<file path="config.mk">
export PLATFORM = sky130hd
export DESIGN_NAME = occ_ctrl
export DESIGN_NICKNAME = d
export VERILOG_FILES = /design/src/design/occ_pkg.sv /design/src/design/occ_ctrl.sv
export SDC_FILE = /design/constraint.sdc
export NUM_CORES = 1
export LEC_CHECK = 0
export BUFFER_PORTS_ARGS = -buffer_cell sky130_fd_sc_hd__buf_2
export CAP_MARGIN = 25
export CORE_MARGIN = 2
export CORE_UTILIZATION = 48
export CTS_BUF_LIST = sky130_fd_sc_hd__clkbuf_2 sky130_fd_sc_hd__clkbuf_4 sky130_fd_sc_hd__clkbuf_8
export DETAILED_ROUTE_END_ITERATION = 8
export PLACE_DENSITY = 0.73
export SLEW_MARGIN = 5
export SYNTH_ARGS = -nofsm -noshare
export SYNTH_HDL_FRONTEND = slang
export SYNTH_SLANG_ARGS = --single-unit
</file>
<file path="constraint.sdc">
create_clock -name clk -period 1.75 [get_ports clk]
set_input_delay 0.35 -clock clk [delete_from_list [all_inputs] [get_ports clk]]
set_output_delay 0.35 -clock clk [all_outputs]
set_load 0.02 [all_outputs]
</file>
<file path="src/design/occ_pkg.sv">
`default_nettype none
package occ_pkg;

	localparam int ANGLE_STEPS = 4096;
	localparam int ANGLE_W     = $clog2(ANGLE_STEPS);
	// phase = angle * 2^32 / ANGLE_STEPS, a plain shift for a power-of-two step count
	localparam int PH_SHIFT    = 32 - ANGLE_W;
	localparam int ACT_W       = 3;
	localparam int TRIG_W      = 16;

	localparam logic [ACT_W-1:0] ACT_CLEAR  = 3'd0;
	localparam logic [ACT_W-1:0] ACT_ADD    = 3'd1;
	localparam logic [ACT_W-1:0] ACT_POINT  = 3'd2;
	localparam logic [ACT_W-1:0] ACT_CIRCLE = 3'd3;
	localparam logic [ACT_W-1:0] ACT_SQUARE = 3'd4;

	// odd sine polynomial over a quarter turn, Q30
	localparam logic [30:0] K1 = 31'd1686629713;
	localparam logic [30:0] K3 = 31'd693598668;
	localparam logic [30:0] K5 = 31'd85569306;
	localparam logic [30:0] K7 = 31'd5026995;
	localparam logic [30:0] K9 = 31'd172272;
	localparam logic [30:0] Q30_ONE  = 31'h4000_0000;
	localparam logic [16:0] TRIG_ONE = 17'd16384;

	typedef logic [3:0] tstep_t;
	localparam tstep_t TS_LOAD  = 4'd0;
	localparam tstep_t TS_SQR   = 4'd1;
	localparam tstep_t TS_T2    = 4'd2;
	localparam tstep_t TS_M7    = 4'd3;
	localparam tstep_t TS_A7    = 4'd4;
	localparam tstep_t TS_M5    = 4'd5;
	localparam tstep_t TS_A5    = 4'd6;
	localparam tstep_t TS_M3    = 4'd7;
	localparam tstep_t TS_A3    = 4'd8;
	localparam tstep_t TS_M1    = 4'd9;
	localparam tstep_t TS_A1    = 4'd10;
	localparam tstep_t TS_MU    = 4'd11;
	localparam tstep_t TS_ROUND = 4'd12;

	typedef struct packed {
		logic [31:0] left;
		logic [31:0] bottom;
		logic [30:0] width;
		logic [30:0] height;
	} obs_t;

	typedef struct packed {
		logic   load;
		logic   clear;
		logic   add;
		logic   trig_en;
		logic   trig_cos;
		tstep_t trig_k;
		logic   prep0;
		logic   prep1;
		logic   idx_clr;
		logic   rd;
		logic   out_load;
	} cmd_t;

	typedef struct packed {
		logic [ACT_W-1:0] action;
		logic             empty;
		logic             last;
		logic             pipe_empty;
	} sts_t;

endpackage
`default_nettype wire

</file>
<file path="src/design/occ_ctrl.sv">
`default_nettype none
module occ_ctrl import occ_pkg::*; (
	input  wire logic clk,
	input  wire logic arst_n,
	input  wire logic s_fire,
	input  wire logic m_tready,
	input  wire sts_t sts,
	output cmd_t      cmd,
	output logic      s_tready,
	output logic      m_tvalid
);

	typedef enum logic [7:0] {
		ST_IDLE  = 8'b00000001,
		ST_EXEC  = 8'b00000010,
		ST_TRIG  = 8'b00000100,
		ST_PREP0 = 8'b00001000,
		ST_PREP1 = 8'b00010000,
		ST_SCAN  = 8'b00100000,
		ST_DRAIN = 8'b01000000,
		ST_DONE  = 8'b10000000
	} state_t;

	state_t         state_q, state_d;
	tstep_t         k_q, k_d;
	logic           cos_q, cos_d;
	logic           out_vld_q;

	assign s_tready = (state_q == ST_IDLE);
	assign m_tvalid = out_vld_q;

	always_comb begin
		state_d = state_q;
		k_d     = k_q;
		cos_d   = cos_q;
		cmd     = '0;
		cmd.load     = s_fire;
		cmd.trig_k   = k_q;
		cmd.trig_cos = cos_q;
		case (state_q)
			ST_IDLE: begin
				if (s_fire) state_d = ST_EXEC;
			end
			ST_EXEC: begin
				case (sts.action)
					ACT_CLEAR: begin
						cmd.clear = 1'b1;
						state_d   = ST_DONE;
					end
					ACT_ADD: begin
						cmd.add = 1'b1;
						state_d = ST_DONE;
					end
					ACT_POINT, ACT_CIRCLE: state_d = ST_PREP0;
					ACT_SQUARE: begin
						k_d     = TS_LOAD;
						cos_d   = 1'b0;
						state_d = ST_TRIG;
					end
					default: state_d = ST_DONE;
				endcase
			end
			ST_TRIG: begin
				cmd.trig_en = 1'b1;
				if (k_q == TS_ROUND) begin
					k_d   = TS_LOAD;
					cos_d = 1'b1;
					if (cos_q) state_d = ST_PREP0;
				end else begin
					k_d = k_q + 4'd1;
				end
			end
			ST_PREP0: begin
				cmd.prep0 = 1'b1;
				state_d   = ST_PREP1;
			end
			ST_PREP1: begin
				cmd.prep1   = 1'b1;
				cmd.idx_clr = 1'b1;
				state_d     = sts.empty ? ST_DRAIN : ST_SCAN;
			end
			ST_SCAN: begin
				cmd.rd = 1'b1;
				if (sts.last) state_d = ST_DRAIN;
			end
			ST_DRAIN: begin
				if (sts.pipe_empty) state_d = ST_DONE;
			end
			ST_DONE: begin
				if (!out_vld_q || m_tready) begin
					cmd.out_load = 1'b1;
					state_d      = ST_IDLE;
				end
			end
			default: state_d = ST_IDLE;
		endcase
	end

	always_ff @(posedge clk or negedge arst_n) begin
		if (!arst_n) begin
			state_q   <= ST_IDLE;
			k_q       <= TS_LOAD;
			cos_q     <= 1'b0;
			out_vld_q <= 1'b0;
		end else begin
			state_q <= state_d;
			k_q     <= k_d;
			cos_q   <= cos_d;
			if (cmd.out_load) out_vld_q <= 1'b1;
			else if (m_tready) out_vld_q <= 1'b0;
		end
	end

endmodule
`default_nettype wire

</file>
==> flow_summary.toml <==
[logic_synthesis]
synth-seq-cells = 14
yosysSeqAreaShare_pct = 37.22
synth_area_per_cell_um2 = 9.083
syn_inst = 104
syn_area_um2 = 944.7
synth_area_leaders = "dfrtp_1 34%, nor2b_1 5.3%, and3_1 4.0%"
synth_nets = 116
yosysWarningCount = 0
yosysUniqueCellTypes = 36
netlist.area_leader.share_pct = 34.44
yosys.area.top_type = "dfrtp_1"

[route]
vias = 1034
routed_wirelength_um = 3075
routedWlPerCell_um = 16.90
drc = 0
ant_nets = 0
drt_iter0_drc = 28
viasPerCell = 5.681
first_pass_iters = 6

[cells_and_area]
area_growth_pct = 56.03
regArea_um2 = 354.1
final_cell_mix = "25 x buf_4, 16 x buf_2, 12 x buf_6"
multiInputGateArea_um2 = 628.1
drive_above_1_share_pct = 49.68
fin_cells = 182
antenna_cells = 0
final_common_cell = "buf_4"
nNetsFinal = 168
num-fill-cells = 130

[global_route]
grt_pass1_wl_um = 4450
grt_pass1_vias = 973
grt_max_degree = 15
antenna_found_initial = 0
overflow = 0
grt.total_usage_pct = 24.58

[setup_path]
worstPathBufferInverterCount = 2
critPathMaxStageDelay_ns = 0.53
critical_path_arrival_ns = 1.70
critPathSlowestCell = "dfrtp_1"
endpoint_kind = "output port"
cp-start-kind = "flip-flop"
cp_top_family = "simple AND/OR/NAND/NOR gates"
crit_type = "flip-flop to output port"
crit_required_ns = 1.40
worstPathCellList = "nor2b_1 > nand3_2 > buf_6 > nor4_4 > buf_4"
crit_fanout = 6

[hold_path]
hp-class = "input pin to flip-flop"

[die]
rows = 16
start_util_pct = 49.67
die_area_mm2 = 0.002339
die_x_um = 48.36
core_area_mm2 = 0.001902
io_pins = 26
die_h_um = 48.36

[timing]
whs_ns = 0.2629
worst_pin_slew_ns = 0.3853
post-route-min-period_ns = 2.050
finalSetupViolations = 13
fmax_mhz = 487.7
hold_viol_final = 0
grt_setup_unrepaired = "yes"
clock-skew-final_ns = 0.01409
max_slew_margin_pct = 74.22
setup_slack_ns = -0.3004
setup_tns_ns = -2.197
report.final.slew_viol_count = 0
min_period_over_period_pct = 117.2

[placement]
io_buffers = 25
place.detailed.hpwl_um = 1752
dpl.cell_count = 161
gp_congestion = 0.8517

[power_and_ir_drop]
power_density_mw_per_mm2 = 1238
total_power_uw = 1825
ir_drop_mv = 0.9428
leakagePower_uw = 0.0007309

[clock_tree]
cts_buffers = 3
clk_path_buf_depth = 2
htree_levels = 1
clkLatencyLatePin_ns = 0.30
clk_pin_slew_ns = 0.08
tritoncts = "yes"
cts_sinks = 14
cts-root-buf = "clkbuf_4"

[run]
max-cap-violations = 0

[outcome]
outcome = "finished, violations left"
violations = "setup timing"
[per-stage QoR]
step | util (%) | setup WS [ns] | cell area, µm²
2_1_floorplan | - | -0.1389 | 1003
3_3_place_gp | 62.50 | 0.02288 | 1189
3_5_place_dp | 62.50 | 0.001110 | 1189
4_1_cts | 71.71 | -0.2547 | 1364
5_1_grt | 77.50 | -0.3420 | 1474
6_report | 77.50 | -0.3004 | 1474
[layer usage]
layer  global-route usage (%)  up-vias  wire length (µm)
met2                    41.20       47              1515
li1                         -      479                 -
met4                    9.048        0               122
met3                    7.099       16               184
met1                    30.18      492              1253
met5                        0        -                 0
[worst register-to-register path, cell delays in order, from the launching register on]
cell and delay, ns:
dfrtp_1 0.43, nor4_4 0.33, buf_4 0.21, buf_6 0.10
buf_6 0.09, buf_6 0.09, nand4_1 0.09, buf_4 0.18
mux2i_1 0.12, mux2i_1 0.09
[worst paths after layout]
kind	end	startpoint	depth (start not counted)	slack (ns)
min in group asynchronous	k_q[0]$_DFFE_PN0P_	arst_n	2	0.48
max in group asynchronous	state_q[0]$_DFFE_PN1P_	arst_n	2	0.96
worst min-delay path	state_q[5]$_DFFE_PN0P_	sts[2]	2	0.26
worst max-delay path	cmd[12]	state_q[1]$_DFFE_PN0P_	5	-0.30
worst max register to register	k_q[2]$_DFFE_PN0P_	state_q[4]$_DFFE_PN0P_	9	-0.08
worst min register to register	cos_q$_DFFE_PN0P_	cos_q$_DFFE_PN0P_	2	0.55
[report_power, final]
group          leakage (µW)  internal, µW  switching [µW]
sequential         0.000177           423             159
combinational      0.000535           518             504
clock             0.0000184           104             116
total              0.000731          1050             780
[what timing repair did]
| item | CTS | global route |
|---|---|---|
| gates resized for setup | 22 | 15 |
| hold buffers | 1 | 0 |
| gates cloned | 0 | 0 |
| setup endpoints to repair | 9 | 14 |
| setup buffers | 9 | 7 |
| pin swaps | 6 | 7 |
| hold endpoints to repair | 13 | 0 |
[area by class of cell]
class | instances | share of cell area (%)
clock buffers | 4 | 2.037
flip-flops and latches | 14 | 24.02
inverters | 4 | 1.019
well taps | 27 | 2.292
multi-input cells | 79 | 42.61
repair buffers | 54 | 28.01
[sequential cells by signal, indices dropped and copies added (netlist names)]
name	count
state_q	8
k_q	4
m_tvalid	1
cos_q	1
[synthesized netlist by cell type]
master	number
dfrtp_1	13
nand2b_1	1
nor2_1	7
a21boi_1	1
nor3_1	3
nand3_1	6
mux2i_1	2
o41ai_1	1
a22oi_1	1
xor2_1	2
nor2b_1	8
and2_1	1
nor4b_1	2
o22ai_1	1
nor4_2	1
a21oi_1	2
nand3b_1	2
nor4_4	1
buf_4	5
o21ai_1	3
dfstp_2	1
and3_1	6
inv_1	4
o31a_1	1
nand4b_1	3
a31oi_1	1
nand4_1	5
nand2_1	8
o21ba_1	1
buf_6	2
a22o_1	1
nor4_1	1
o21ai_0	2
ha_1	2
a21bo_1	1
nor3b_1	2
[cell families (layout without fill, tap and decap cells)]
| kind of cell | count (synthesis) | after routing | synth area share [%] |
|---|---|---|---|
| buffers and inverters | 11 | 62 | 7.947 |
| muxes | 2 | 2 | 2.119 |
| AOI/OAI and AO/OA | 16 | 16 | 11.52 |
| xor gates and xnor gates | 2 | 2 | 1.855 |
| adders and majority gates | 2 | 2 | 2.649 |
| and+or+nand+nor | 57 | 57 | 36.69 |
| DFF | 14 | 14 | 37.22 |
No activity file was read; power rests on OpenSTA's default activity.
